File: src/design/sbl_pkg.sv
// ----------------------------------------------------------------------------
// sbl_pkg - shared types, constants and helpers of the 5x5 separable blur
// Pixel and sum types, tap weights, register codes and the divide-by-ten
// used by both the horizontal and the vertical pass.
// ----------------------------------------------------------------------------
`default_nettype none

package sbl_pkg;

	localparam int DEF_MAX_WIDTH = 2048;
	localparam int TAPS          = 5;
	localparam int LINES         = TAPS - 1;
	localparam int DIM_W         = 12;
	localparam int MIN_DIM       = 5;
	localparam int RESET_WIDTH   = 640;
	localparam int RESET_HEIGHT  = 480;

	localparam int CFG_IDX_W = 2;
	localparam logic [CFG_IDX_W-1:0] REG_FRAME_WIDTH  = 2'd0;
	localparam logic [CFG_IDX_W-1:0] REG_FRAME_HEIGHT = 2'd1;

	// 10 * 255 fits in 12 bits
	localparam int SUM_W = 12;
	localparam int WT_W  = 3;
	localparam logic [WT_W-1:0] TAP_WEIGHT [TAPS] = '{3'd1, 3'd2, 3'd4, 3'd2, 3'd1};

	// x / 10 == (x * 6554) >> 16, exact for x below 16384
	localparam int RECIP_W = 13;
	localparam logic [RECIP_W-1:0] RECIP10 = 13'd6554;
	localparam int PROD_W = SUM_W + RECIP_W;

	localparam int FIFO_DEPTH = 8;
	localparam int FIFO_AW    = 3;

	typedef struct packed {
		logic [7:0] red;
		logic [7:0] green;
		logic [7:0] blue;
	} pix_t;

	typedef struct packed {
		logic [SUM_W-1:0] red;
		logic [SUM_W-1:0] green;
		logic [SUM_W-1:0] blue;
	} sum_t;

	typedef struct packed {
		logic [7:0] blue;
		logic [7:0] green;
		logic [7:0] red;
		logic       frame_end;
	} res_t;

	// per-tick flags travelling down the pipeline
	typedef struct packed {
		logic make;       // a result leaves for this tick
		logic hc;         // column inside the horizontal window
		logic row_valid;  // tick row belongs to the frame
		logic vblur;      // row inside the vertical window
		logic last;       // last result of the frame
	} ctrl_t;

	typedef struct packed {
		logic [FIFO_AW:0] count;
		logic             not_empty;
	} fifo_stat_t;

	localparam sum_t SUM_ZERO = '0;

	function automatic logic [SUM_W-1:0] wmul(input logic [7:0] v, input logic [WT_W-1:0] wt);
		return SUM_W'(v) * SUM_W'(wt);
	endfunction

	function automatic sum_t sum_add(input sum_t acc, input pix_t p, input logic [WT_W-1:0] wt);
		sum_t r;
		r.red   = acc.red   + wmul(p.red,   wt);
		r.green = acc.green + wmul(p.green, wt);
		r.blue  = acc.blue  + wmul(p.blue,  wt);
		return r;
	endfunction

	function automatic logic [7:0] div10(input logic [SUM_W-1:0] x);
		logic [PROD_W-1:0] prod;
		prod = PROD_W'(x) * PROD_W'(RECIP10);
		return prod[23:16];
	endfunction

	function automatic pix_t sum_div10(input sum_t s);
		pix_t r;
		r.red   = div10(s.red);
		r.green = div10(s.green);
		r.blue  = div10(s.blue);
		return r;
	endfunction

endpackage

`default_nettype wire

File: src/design/sbl_tap_cell.sv
// ----------------------------------------------------------------------------
// sbl_tap_cell - one pixel of the horizontal window
// Holds a pixel, hands it to its left neighbour on each shift and adds its
// weighted channels to the running sum passed along the row of cells.
// ----------------------------------------------------------------------------
`default_nettype none

module sbl_tap_cell (
	input  wire logic                    clk,
	input  wire logic                    arst_n,
	input  wire logic                    shift_en,
	input  wire sbl_pkg::pix_t           px_in,
	input  wire logic [sbl_pkg::WT_W-1:0] weight,
	input  wire sbl_pkg::sum_t           psum_in,
	output sbl_pkg::pix_t                px_out,
	output sbl_pkg::sum_t                psum_out
);
	import sbl_pkg::*;

	pix_t px_q;

	always_ff @(posedge clk or negedge arst_n) begin
		if (!arst_n) begin
			px_q <= '0;
		end else if (shift_en) begin
			px_q <= px_in;
		end
	end

	assign px_out   = px_q;
	assign psum_out = sum_add(psum_in, px_q, weight);

endmodule

`default_nettype wire

File: config.mk
export PLATFORM = sky130hd
export DESIGN_NAME = sbl_tap_cell
export DESIGN_NICKNAME = d
export VERILOG_FILES = /design/src/design/sbl_pkg.sv /design/src/design/sbl_tap_cell.sv
export SDC_FILE = /design/constraint.sdc
export NUM_CORES = 1
export LEC_CHECK = 0
export BUFFER_PORTS_ARGS = -buffer_cell sky130_fd_sc_hd__buf_2
export CORE_MARGIN = 2
export CORE_UTILIZATION = 30
export CTS_BUF_LIST = sky130_fd_sc_hd__clkbuf_8
export CTS_CLUSTER_SIZE = 12
export DETAILED_ROUTE_END_ITERATION = 10
export PLACE_DENSITY = 0.5
export SKIP_CTS_REPAIR_TIMING = 1
export SYNTH_ARGS = -nofsm -noshare
export SYNTH_HDL_FRONTEND = slang
export SYNTH_SLANG_ARGS = --single-unit
export TNS_END_PERCENT = 10
File: constraint.sdc
create_clock -name clk -period 5.9 [get_ports clk]
set_clock_uncertainty 0.15 [all_clocks]
set_input_delay 1.18 -clock clk [delete_from_list [all_inputs] [get_ports clk]]
set_output_delay 1.18 -clock clk [all_outputs]
set_load 0.005 [all_outputs]
**Word level (Yosys, flattened, before mapping)**

Index checks and enable logic that the tools add are counted.

- Register bits after elaboration: 24

- Add/sub/neg operators: 3
- Multipliers: 3

Operator list:

| operator | count |
|---|---|
| $add A12 B11 Y12 | 3 |
| $mul A8 B3 Y11 | 3 |

**Longest topological paths before layout**

- Depth after elaboration: 2
- Mapped depth: 12

**Least setup slack after synthesis**

OpenSTA, ideal clock, no wires.

- Path type: input -> output
- From: input port weight[2] (netlist name)
- To: output port psum_out[32] (netlist name)
- Setup slack: 0.791 ns
- Stages: 11
- Arrival: 3.779 ns
- Path through: clkbuf_1 nand2_1 fa_1 fa_1 inv_1 ha_1 a21oi_1 o2111ai_1 a21o_1 a21oi_1 xnor2_1

RTL lines:

| item | RTL line | RTL |
|---|---|---|
| from (decl) | sbl_tap_cell.sv:13 | `input wire logic [sbl_pkg::WT_W-1:0] weight,` |
| to (decl) | sbl_tap_cell.sv:16 | `output sbl_pkg::sum_t psum_out` |

==> results.cfg <==
[route]
routedWlPerCell_um = 11.45
via_count = 3227
viasPerCell = 4.314
ant_nets = 0
finalWirelength_mm = 8.566
drtPass1Iterations = 4
drc = 0
first_iter_violations = 81

[yosys]
synth_edf_count = 0
synthesis.nets = 609
synth_top_area_share_pct = 22.89
synth_top_family_by_area = adder cells
yosys_register_bits = 24
yosysUniqueCellTypes = 30
synth_xor_xnor_area_share_pct = 6.008
yosysSeqAreaShare_pct = 15.26
synth_top_flop_cell = dfrtp_1
yosys_warnings = 0
netlist_area_sq_mm = 0.003936
yosys.area_share.adder_pct = 36.24
synth.most_common_cell = inv_1
async_reset_ff_share_pct = 100.0
synth-simple-area-share_pct = 16.21
synthTopCellsByCount = 117 x inv_1, 51 x and2_1, 45 x fa_1, 42 x ha_1, 36 x nand2_1
yosys.area.top_type = fa_1
synth_mux_area_share_pct = 6.866
synth_cells = 456
synth_compound_area_share_pct = 7.343
synth.avg_cell_area_sq_um = 8.632
ys_top_cells_by_area = fa_1 23%, dfrtp_1 15%, ha_1 13%

[setup_path]
r2r_cells = 1
crit_required_ns = 4.57
critPathLaunchType = primary input
crit_type = primary input to primary output
arrival_ns = 4.20
end_kind = primary output
crit_family = adder cells
critPathSlowestCell = fa_1
r2r_end = px_out[12]
cp_num_buf_inv = 3
slowest_delay_ns = 0.57
reg2reg_from = px_out[12]
path_cells = buf_2 -> nand2_1 -> fa_1 -> fa_1 -> inv_1 -> ha_1 -> a21oi_1 -> o2111ai_1 -> a21o_1 -> a21oi_1 -> xnor2_1 -> buf_2
worstPathMaxFanout = 24
reg2reg_slack_ns = 4.91

[final_layout]
ff_latch_area_sq_um = 600.6
antenna_cells = 0
multiInputGateArea_sq_mm = 0.002860
area_growth_pct = 22.25
drive_gt1_share_pct = 27.26
nNetsFinal = 730
stdcell_area_sq_mm = 0.004812
filler_cell_count = 1406
fin_cells = 748
largest_reg_flops = 24

[timing]
fin_crit_sh_pct = 93.71
finalHoldViolCount = 0
post-route-min-period_ns = 5.529
timing.setup.tns_ns = 0
setup_viol = 0
maxSlewViolCount = 0
worstMarginPinSlew_ns = 0.5556
max_freq_mhz = 180.9
rsz0062_at_grt = no
maxSlewHeadroom_pct = 62.96

[power]
cellPowerDensity_mw_per_mm2 = 259.0
p_leak_nw = 2.641
vdd_drop_max_mv = 0.1155

[grt]
grt_pass1_vias = 3361
grt_first_pass_wirelength_mm = 15.01
grt_overflow = 0
grt_usage_pct = 12.58
grt_max_degree = 25
grt_antenna_before_repair = 1

[clock_network]
clk_pin_slew_ns = 0.09
worstSkewPairLatency_ns = 0.27
ctsLongestPathBuffers = 2
cts_tree = built
clock_sinks = 24
h-tree-depth = 1
numCtsBuffers = 3
cts_root_buffer = clkbuf_8

[hold_path]
whs_path_depth = 1
min-delay-start = px_out[4]
hp-class = flop to flop
hold_path_end = px_out[4]

[place]
dpl.hpwl_mm = 7.334
placedCellCount = 744
placed_cell_area_sq_mm = 0.004741
gp_congestion = 0.8055
numPortBuffers = 125

[floorplan]
die_area_sq_mm = 0.01405
die_width_um = 118.5
start_util_pct = 30.94
design.core.area_sq_mm = 0.01272
die_h_um = 118.5
io_pins = 126
fp-row-count = 41

[outcome]
outcome = finished clean

[run]
max-cap-violations = 0
-- layout by cell type (no fill, tap or decap) --
cell type and count:
buf_2 125, inv_1 117, and2_1 51, fa_1 45
ha_1 42, nand2_1 36, mux2_2 24, dfrtp_1 24
a21oi_1 21, xnor2_1 18, nand3_1 13, xor2_1 9
nor2_1 8, o21ai_0 6, nor3_1 4, a21o_1 4
nand2b_1 3, and3_1 3, o2111ai_1 3, a31oi_1 3
clkbuf_8 3, or2_2 2, o31ai_1 2, o21a_1 2
or3_1 2, nor2b_1 1, a21boi_0 1, a41o_1 1
o41ai_2 1, o221ai_2 1, bufinv_16 1
-- logic make-up (layout without fill, tap and decap cells) --
group | Yosys count | in the layout
adder cells (fa/ha/maj) | 87 | 87
multiplexers | 24 | 24
buffers and inverters | 126 | 246
XOR/XNOR | 27 | 27
AND/OR/NAND/NOR | 123 | 123
AO/OA/AOI/OAI | 45 | 45
flip-flops | 24 | 24
-- final cells by class --
cell class / count / area share (%)
repair buffers: 125 / 13.00
multi-input cells: 306 / 59.44
clock buffers: 3 / 0.8580
clock inverters: 1 / 0.6240
inverters: 117 / 9.126
well taps: 172 / 4.472
flip-flops and latches: 24 / 12.48
-- power by group --
part | leakage [nW] | internal (mW) | switching (mW) | total (mW)
sequential | 0.281 | 0.181 | 0.0210 | 0.202
clock | 0.0357 | 0.0907 | 0.0542 | 0.145
combinational | 2.32 | 0.443 | 0.457 | 0.900
total | 2.64 | 0.714 | 0.532 | 1.25
-- through the flow --
stage	worst slack (ns)	hold slack, ns	power (mW)	util (%)
after floorplan	0.7912	0.3984	0.8248	-
after global placement	0.3926	0.4095	1.116	37.26
after detailed placement	0.3526	0.4090	1.124	37.26
after CTS	0.3480	0.4318	1.274	37.82
after global routing	0.07001	0.4609	1.411	37.82
final	0.3712	0.4236	1.246	37.82
-- metal layers --
metal	part of all wire [%]	GRT usage (%)
met1	47	17.17
met4	0.023	0.4464
met3	5.2	2.461
met5	0.15	0
met2	48	21.70
-- worst max-delay path by stage --
stage / from / to / slack [ns] / cells after the start
floorplan: weight[2] / psum_out[32] / 0.79 / 11
global placement: weight[2] / psum_out[32] / 0.39 / 12
detailed placement: weight[2] / psum_out[32] / 0.35 / 12
CTS: weight[2] / psum_out[32] / 0.35 / 12
global route: weight[2] / psum_out[32] / 0.07 / 12
finish: weight[2] / psum_out[32] / 0.37 / 12
Note: power is estimated with default switching activity, not from simulation.
