`config.mk`:
```
export PLATFORM = sky130hd
export DESIGN_NAME = sbl_res_fifo
export DESIGN_NICKNAME = d
export VERILOG_FILES = /design/src/design/sbl_pkg.sv /design/src/design/sbl_res_fifo.sv
export SDC_FILE = /design/constraint.sdc
export NUM_CORES = 1
export LEC_CHECK = 0
export BUFFER_PORTS_ARGS = -buffer_cell sky130_fd_sc_hd__buf_2
export CELL_PAD_IN_SITES_DETAIL_PLACEMENT = 1
export CELL_PAD_IN_SITES_GLOBAL_PLACEMENT = 1
export CORE_AREA = 2 2 178 110
export DETAILED_ROUTE_END_ITERATION = 7
export DIE_AREA = 0 0 180 112
export PLACE_DENSITY = 0.67
export SYNTH_ARGS = -nofsm -noshare
export SYNTH_HDL_FRONTEND = slang
export SYNTH_SLANG_ARGS = --single-unit
```
`constraint.sdc`:
```
create_clock -name clk -period 7.7 [get_ports clk]
set_clock_uncertainty 0.1 [all_clocks]
set_input_delay 1.54 -clock clk [delete_from_list [all_inputs] [get_ports clk]]
set_output_delay 1.54 -clock clk [all_outputs]
set_load 0.02 [all_outputs]
```
`src/design/sbl_pkg.sv`:
```
// ----------------------------------------------------------------------------
// sbl_pkg - shared types, constants and helpers of the 5x5 separable blur
// Pixel and sum types, tap weights, register codes and the divide-by-ten
// used by both the horizontal and the vertical pass.
// ----------------------------------------------------------------------------
`default_nettype none

package sbl_pkg;

	localparam int DEF_MAX_WIDTH = 2048;
	localparam int TAPS          = 5;
	localparam int LINES         = TAPS - 1;
	localparam int DIM_W         = 12;
	localparam int MIN_DIM       = 5;
	localparam int RESET_WIDTH   = 640;
	localparam int RESET_HEIGHT  = 480;

	localparam int CFG_IDX_W = 2;
	localparam logic [CFG_IDX_W-1:0] REG_FRAME_WIDTH  = 2'd0;
	localparam logic [CFG_IDX_W-1:0] REG_FRAME_HEIGHT = 2'd1;

	// 10 * 255 fits in 12 bits
	localparam int SUM_W = 12;
	localparam int WT_W  = 3;
	localparam logic [WT_W-1:0] TAP_WEIGHT [TAPS] = '{3'd1, 3'd2, 3'd4, 3'd2, 3'd1};

	// x / 10 == (x * 6554) >> 16, exact for x below 16384
	localparam int RECIP_W = 13;
	localparam logic [RECIP_W-1:0] RECIP10 = 13'd6554;
	localparam int PROD_W = SUM_W + RECIP_W;

	localparam int FIFO_DEPTH = 8;
	localparam int FIFO_AW    = 3;

	typedef struct packed {
		logic [7:0] red;
		logic [7:0] green;
		logic [7:0] blue;
	} pix_t;

	typedef struct packed {
		logic [SUM_W-1:0] red;
		logic [SUM_W-1:0] green;
		logic [SUM_W-1:0] blue;
	} sum_t;

	typedef struct packed {
		logic [7:0] blue;
		logic [7:0] green;
		logic [7:0] red;
		logic       frame_end;
	} res_t;

	// per-tick flags travelling down the pipeline
	typedef struct packed {
		logic make;       // a result leaves for this tick
		logic hc;         // column inside the horizontal window
		logic row_valid;  // tick row belongs to the frame
		logic vblur;      // row inside the vertical window
		logic last;       // last result of the frame
	} ctrl_t;

	typedef struct packed {
		logic [FIFO_AW:0] count;
		logic             not_empty;
	} fifo_stat_t;

	localparam sum_t SUM_ZERO = '0;

	function automatic logic [SUM_W-1:0] wmul(input logic [7:0] v, input logic [WT_W-1:0] wt);
		return SUM_W'(v) * SUM_W'(wt);
	endfunction

	function automatic sum_t sum_add(input sum_t acc, input pix_t p, input logic [WT_W-1:0] wt);
		sum_t r;
		r.red   = acc.red   + wmul(p.red,   wt);
		r.green = acc.green + wmul(p.green, wt);
		r.blue  = acc.blue  + wmul(p.blue,  wt);
		return r;
	endfunction

	function automatic logic [7:0] div10(input logic [SUM_W-1:0] x);
		logic [PROD_W-1:0] prod;
		prod = PROD_W'(x) * PROD_W'(RECIP10);
		return prod[23:16];
	endfunction

	function automatic pix_t sum_div10(input sum_t s);
		pix_t r;
		r.red   = div10(s.red);
		r.green = div10(s.green);
		r.blue  = div10(s.blue);
		return r;
	endfunction

endpackage

`default_nettype wire

```
`src/design/sbl_res_fifo.sv`:
```
// ----------------------------------------------------------------------------
// sbl_res_fifo - result queue in front of the output port
// Small register FIFO; the top level keeps enough credit that it never
// overflows.
// ----------------------------------------------------------------------------
`default_nettype none

module sbl_res_fifo (
	input  wire logic          clk,
	input  wire logic          arst_n,
	input  wire logic          push,
	input  wire sbl_pkg::res_t push_data,
	input  wire logic          pop,
	output sbl_pkg::res_t      head,
	output sbl_pkg::fifo_stat_t stat
);
	import sbl_pkg::*;

	res_t               mem [FIFO_DEPTH];
	logic [FIFO_AW-1:0] wr_ptr_q;
	logic [FIFO_AW-1:0] rd_ptr_q;
	logic [FIFO_AW:0]   count_q;

	always_ff @(posedge clk) begin
		if (push) begin
			mem[wr_ptr_q] <= push_data;
		end
	end

	always_ff @(posedge clk or negedge arst_n) begin
		if (!arst_n) begin
			wr_ptr_q <= '0;
			rd_ptr_q <= '0;
			count_q  <= '0;
		end else begin
			if (push) begin
				wr_ptr_q <= wr_ptr_q + 1'b1;
			end
			if (pop) begin
				rd_ptr_q <= rd_ptr_q + 1'b1;
			end
			case ({push, pop})
				2'b10:   count_q <= count_q + 1'b1;
				2'b01:   count_q <= count_q - 1'b1;
				default: count_q <= count_q;
			endcase
		end
	end

	assign head           = mem[rd_ptr_q];
	assign stat.count     = count_q;
	assign stat.not_empty = (count_q != '0);

endmodule

`default_nettype wire

```
* Yosys cells after proc, flatten, opt, wreduce, memory -nomap -nowiden
Memory sizes are Yosys's and may differ from the RTL's. Index checks and enable logic that the tools add are counted.
Word-level totals: register bits 10, memory bits (writable) 200, logic and storage cells 15, memories kept 1
Cells by class: $add $sub $neg 4, equality and inequality tests 2, muxes and demuxes 3, reduce and logical (&&, ||, !) cells 2
Memory list:
- mem | words 8, width 25, read ports 1, clocked after memory_dff 0, wr ports 1, line sbl_res_fifo.sv:19 | res_t mem [FIFO_DEPTH];
Operators by type and width (number):
- $pmux W4 S2 | 1
- $add A3 B1 Y3 const B | 2
- $add A4 B1 Y4 const B | 1
- $reduce_bool A4 Y1 | 1
- $sub A4 B1 Y4 const B | 1
- $eq A2 B1 Y1 const B | 1
- $eq A2 B2 Y1 const B | 1
- $mux W1 | 2
- $reduce_bool A2 Y1 | 1

* Depth between registers and ports, before layout
Gate-level depths: netlist of the first run.
word-level depth 2, depth in mapped cells 8, mapped depth without buffers 8

* Least setup slack after synthesis of the first run
Ideal clock, no wire load.
kind in2reg, from input push, to memory mem[0][0] (netlist name), enable pin, library setup time 0.438 ns, data arrival time 3.371 ns, slack 3.791 ns, stages on the path 2, path buffers 0, path through nand2b_1 -> nor3_1
On the way: cells in the longest elaborated chain, start to end 2
Ends and longest elaborated chain:
- start: declaration | line sbl_res_fifo.sv:11 | input wire logic push,
- $mux W1 | line sbl_res_fifo.sv:25 | if (push) begin
- $mux W1 (implied by the code) | line sbl_res_fifo.sv:26 | mem[wr_ptr_q] <= push_data;
- end: declaration | line sbl_res_fifo.sv:19
No other way between the ends.

==> results of run 1 <==
[through the flow]
stage / total power (W) / utilization [%] / setup slack (ns) / hold WS (ns)
finish: 0.00354 / 50.9 / 3.20 / 0.382
global route: 0.00371 / 50.9 / 3.06 / 0.400
CTS: 0.00360 / 50.9 / 3.11 / 0.385
detailed placement: 0.00266 / 47.5 / 3.65 / 0.377
global placement: 0.00263 / 47.5 / 3.67 / 0.371
floorplan: 0.00232 / - / 3.79 / 0.379
[worst max-delay path: stages, from the launching register on]
cell and delay [ns]:
dfrtp_2 0.64, buf_4 0.60, mux4_1 0.63, mux2_2 0.32
buf_2 0.17
[path summary, 6_finish.rpt]
check                       startpoint          end  slack (ns)  cells after the start
setup / recovery           rd_ptr_q[0]     head[11]        3.20                      4
hold / removal              count_q[3]   count_q[3]        0.38                      1
setup reg to reg           wr_ptr_q[0]    mem[4][7]        5.62                      2
hold reg to reg             count_q[3]   count_q[3]        0.38                      1
max in group asynchronous       arst_n  rd_ptr_q[1]        6.45                      1
min in group asynchronous       arst_n   count_q[0]        0.82                      1
[cells in the mapped netlist, types with 2 or more instances]
| master | instances |
|---|---|
| edfxtp_1 | 200 |
| mux4_1 | 49 |
| mux2_2 | 28 |
| dfrtp_1 | 10 |
| clkbuf_1 | 7 |
| nor2_1 | 7 |
| buf_6 | 6 |
| xor2_1 | 6 |
| ha_1 | 5 |
| nand2_1 | 4 |
| nand2b_1 | 3 |
| nor2b_1 | 3 |
| xnor2_1 | 3 |
| a21oi_1 | 2 |
| nor3_1 | 2 |
[routing by layer]
layer	GRT usage (%)	routed length, um	vias up
li1	-	-	1624
met1	23.4	7700	1869
met3	2.85	477	24
met4	3.36	277	0
met2	24.5	6930	58
met5	0	0	-
[power groups by stage]
| stage | clock (W) | sequential [W] | combinational (W) |
|---|---|---|---|
| global placement | 0 | 0.00161 | 0.00103 |
| finish | 0.000928 | 0.00159 | 0.00102 |
| global route | 0.000990 | 0.00162 | 0.00110 |
| CTS | 0.000952 | 0.00160 | 0.00105 |
| detailed placement | 0 | 0.00162 | 0.00104 |
| floorplan | 0 | 0.00152 | 0.000802 |
[cell families after synthesis]
kind of cell	synth area share, %
AND/OR/NAND/NOR	1.24
flip-flops	75.8
XOR/XNOR	0.955
multiplexers	19.7
buffers and inverters	1.29
AO/OA/AOI/OAI	0.303
adder cells (fa/ha/maj)	0.758
[flip-flops by register name, indices dropped and copies added, names as in the netlist]
name	flops
rd_ptr_q	3
count_q	4
mem	200
wr_ptr_q	3
[area by class of cell]
cell class	instances	share of cell area, %
diodes	1	0.0265
clock buffers	24	5.68
multi-input cells	117	20.6
well taps	246	3.25
repair buffers	62	3.39
inverters	1	0.0397
clock inverters	10	0.833
flip-flops and latches	210	66.2
==> metrics.csv, run 1 <==
metric,value,unit
status,finished clean,
Seq. cell area,6260,sq um
DP HPWL,8530,um
initial drt markers,241,
Synth Warn #,0,
boundary pin count,59,
placed cell count,636,
site row count,39,
H-tree levels,1,
Worst Path Max Fanout,37,
hold_buf cts,0,
Max-Cap Viols,0,
final worst-path cycle share,58.4,%
maximum clock frequency,222,MHz
Syn Nets,377,
die span in y,112,um
CORE AREA,18600,sq um
Longest Clk Path Bufs,3,
die width,180,um
number of buffers created by CTS,20,
RSZ-0062 raised after global routing,false,
initial core utilization,44.4,%
crit path DAT,2.86,ns
GRT overflow,0,
"FFs w/ async S/R, synth",4.76,%
fillers,1639,
Die Area,20200,sq um
final hold vios,0,
Avg WL per Cell,22.9,um
clock-pin slew on the worst setup and hold paths,0.06,ns
DR vias,3575,
iteration count of the initial detailed-routing pass,4,
Slew HR,22.9,%
Crit path required time,6.06,ns
post-CTS setup buffers,0,
"Distinct cells, synth",23,
layout overhead on the synthesized area,14.5,%
Net Sw Power,0.00108,W
Nets,446,
crit path kind,flip-flop to output pin,
pin count of the biggest net entering global routing,53,
register area share after synthesis,75.8,%
clock latency on the worst-skew pair,0.49,ns
Synth Instances,343,
Via density,5.33,
Reg power frac,45.0,%
maximum VDD drop,0.177,mV
cell taking the most area after synthesis,edfxtp_1,
root buffer cell,clkbuf_16,
min-delay worst type,flip-flop to flip-flop,
vias in the first global route,3873,
CTS tree,done,
# resized after CTS,0,
P_leak,3.23,nW
GPL Wtd Cong,0.701,
drt total wl,15400,um
Pwr Density,374,nW/um^2
Overall Global Routing Usage,15.7,%
post-route insts no fill,671,
CP startpoint kind,flip-flop,
Post-synth top flop,edfxtp_1,
global-route wire length before repair,23700,um
Final setup viols,0,
CTS Sinks,210,
Final Cell Area,9460,sq um
Port Buffer Count,58,
"Avg Cell Area, Syn",24.1,sq um
post-synthesis sequential element count,210,
Mapped Area,8260,sq um
multi-input combinational cell area,1950,sq um
"most common cell after layout, fill and taps aside",edfxtp_1,
Synth area leaders,"edfxtp_1 (73%), mux4_1 (16%), mux2_2 (3.8%), dfrtp_1 (3.0%), buf_6 (0.82%)",
antenna violations before repair,1,
Slew @ Worst Pin,1.16,ns
post-route ant nets,0,
"Min Clock Period, post-route",4.50,ns
cell area after placement,8840,sq um
area share of the largest cell type after synthesis,72.7,%
most frequent cells in the layout,"edfxtp_1 (200), buf_2 (58), mux4_1 (49)",
max-slew violation count,0,
Post-synth EDFFs,200,
# DRC,0,
Gate power share,28.8,%
Critical Path End Type,output pin,
Sw Ratio,30.6,%
Pint,0.00245,W
share of cells above drive strength 1,30.2,%
total negative slack,0,ns
Clock Power Share,26.2,%
Power figures use the tool's default switching activity.
==> run 2, diff against run 1 <==
- clock period: 7.7 -> 4.6 ns (I/O delays scaled with it)
==> metrics.csv, run 2 (synthesis results as in run 1) <==
metric,value,unit,change
top sig layer,met4,,
Slew @ Worst Pin,1.21,ns,+0.0564 ns
CP startpoint kind,flip-flop,,
Slew HR,19.1,%,-3.8 points
"Min Clock Period, post-route",3.79,ns,
vias in the first global route,3984,,+2.9%
crit path DAT,2.77,ns,-0.09 ns
Final setup viols,0,,unchanged
final core utilization,51.5,%,+0.61 points
max-slew violation count,0,,unchanged
Final Cell Area,9570,sq um,+1.2%
Overall Global Routing Usage,16.2,%,+0.50 points
Die Area,20200,sq um,unchanged
total negative slack,0,ns,unchanged
Worst Path Max Fanout,28,,-24%
layout overhead on the synthesized area,15.9,%,
maximum clock frequency,264,MHz,
CP endpoint,head[0],,
met2 routed WL,7440,um,+7.4%
GRT overflow,0,,unchanged
post-CTS setup buffers,0,,unchanged
DR vias,3641,,+1.8%
antenna violations before repair,0,,-1
placed cell count,636,,unchanged
# resized after CTS,0,,unchanged
Longest Clk Path Bufs,3,,unchanged
Via density,5.42,,+1.7%
hold_buf cts,0,,unchanged
CORE AREA,18600,sq um,unchanged
Crit path required time,3.58,ns,-2.48 ns
crit path kind,flip-flop to output pin,,
number of buffers created by CTS,21,,+5.0%
Antenna Cells,0,,-1
most frequent cells in the layout,"edfxtp_1 (200), buf_2 (58), mux4_1 (49)",,
cell area after placement,8850,sq um,+0.14%
initial drt markers,242,,+0.41%
Nets,447,,+0.22%
Largest regs,"mem (200), count_q (4)",,
crit path from,rd_ptr_q[0],,
final hold vios,0,,unchanged
status,finished clean,,
P_leak,3.28,nW,+1.8%
Met1 Wirelength,7070,um,-8.2%
drt total wl,15600,um,+1.1%
CTS Sinks,210,,unchanged
CTS tree,done,,
clock-pin slew on the worst setup and hold paths,0.06,ns,about the same
Reg2Reg Depth,2,,unchanged
post-route ant nets,0,,unchanged
FF-to-FF Start,wr_ptr_q[0],,
RSZ-0062 raised after global routing,false,,
hold slack final,0.192,ns,-0.189 ns
maximum VDD drop,0.321,mV,+81%
boundary pin count,59,,unchanged
initial core utilization,44.4,%,unchanged
Pwr Density,647,nW/um^2,+73%
Max-Cap Viols,0,,unchanged
Port Buffer Count,58,,unchanged
min-delay worst type,input port to asynchronous set/reset pin,,
met3 wire len,810,um,+70%
"most common cell after layout, fill and taps aside",edfxtp_1,,
reg2reg end,mem[4][3],,
Avg WL per Cell,23.2,um,+0.99%
clock latency on the worst-skew pair,0.48,ns,about the same
max reg flops,200,,unchanged
global-route wire length before repair,24400,um,+2.9%
largest reg by FF count,mem,,
GPL Wtd Cong,0.707,,+0.86%
root buffer cell,clkbuf_16,,
H-tree levels,1,,unchanged
iteration count of the initial detailed-routing pass,4,,unchanged
die width,180,um,unchanged
die span in y,112,um,unchanged
Critical Path End Type,output pin,,
final worst-path cycle share,82.3,%,
post-route insts no fill,672,,+0.15%
# DRC,0,,unchanged
DP HPWL,8560,um,+0.36%
site row count,39,,unchanged
pin count of the biggest net entering global routing,53,,unchanged
share of cells above drive strength 1,30.5,%,+0.33 points
FF-to-FF setup slack,2.53,ns,-3.09 ns
[run 2: cell types whose count changed in the layout (fill, tap and decap cells not counted)]
cell / delta
buf_12: +1
buf_4: -1
bufinv_16: +4
clkinv_4: -1
clkinvlp_4: -1
diode_2: -1
[run 2: final cells by class]
type | instances | area [sq um]
clock buffers | 24 | 537
clock inverters | 12 | 183
fillers | 1618 | 9020
inverters | 1 | 3.75
multi-input cells | 117 | 1950
flip-flops and latches | 210 | 6260
well taps | 246 | 308
repair buffers | 62 | 333
[run 2: layer usage]
metal,vias up,track usage (%)
met2,100,26.9
met5,-,0
li1,1628,-
met4,0,3.47
met3,19,3.11
met1,1894,22.5
[run 2: power breakdown]
part	internal, W	leakage [nW]	switching [W]	total, W
logic	0.000822	1.00	0.000871	0.00169
registers	0.00241	1.93	0.000292	0.00271
clock network	0.00111	0.347	0.000677	0.00179
total	0.00435	3.28	0.00184	0.00619
[run 2: worst max-delay path, stage by stage, from the launching register on]
cell and delay, ns:
dfrtp_2 0.93, buf_12 0.30, mux4_1 0.61, mux2_2 0.28, buf_2 0.16
[run 2: through the flow]
| stage | power, W | setup WS, ns |
|---|---|---|
| 2_1_floorplan | 0.00389 | 1.31 |
| 3_3_place_gp | 0.00443 | 1.30 |
| 3_5_place_dp | 0.00449 | 1.26 |
| 4_1_cts | 0.00629 | 0.744 |
| 5_1_grt | 0.00649 | 0.658 |
| 6_report | 0.00619 | 0.814 |
[run 2: worst min-delay path by stage]
| stage | from | to | slack [ns] |
|---|---|---|---|
| 6_report | arst_n | count_q[3] | 0.19 |
| 3_3_place_gp | count_q[3] | count_q[3] | 0.37 |
| 3_5_place_dp | count_q[3] | count_q[3] | 0.44 |
| 4_1_cts | arst_n | count_q[3] | 0.18 |
| 2_1_floorplan | wr_ptr_q[0] | wr_ptr_q[0] | 0.38 |
| 5_1_grt | arst_n | count_q[3] | 0.19 |
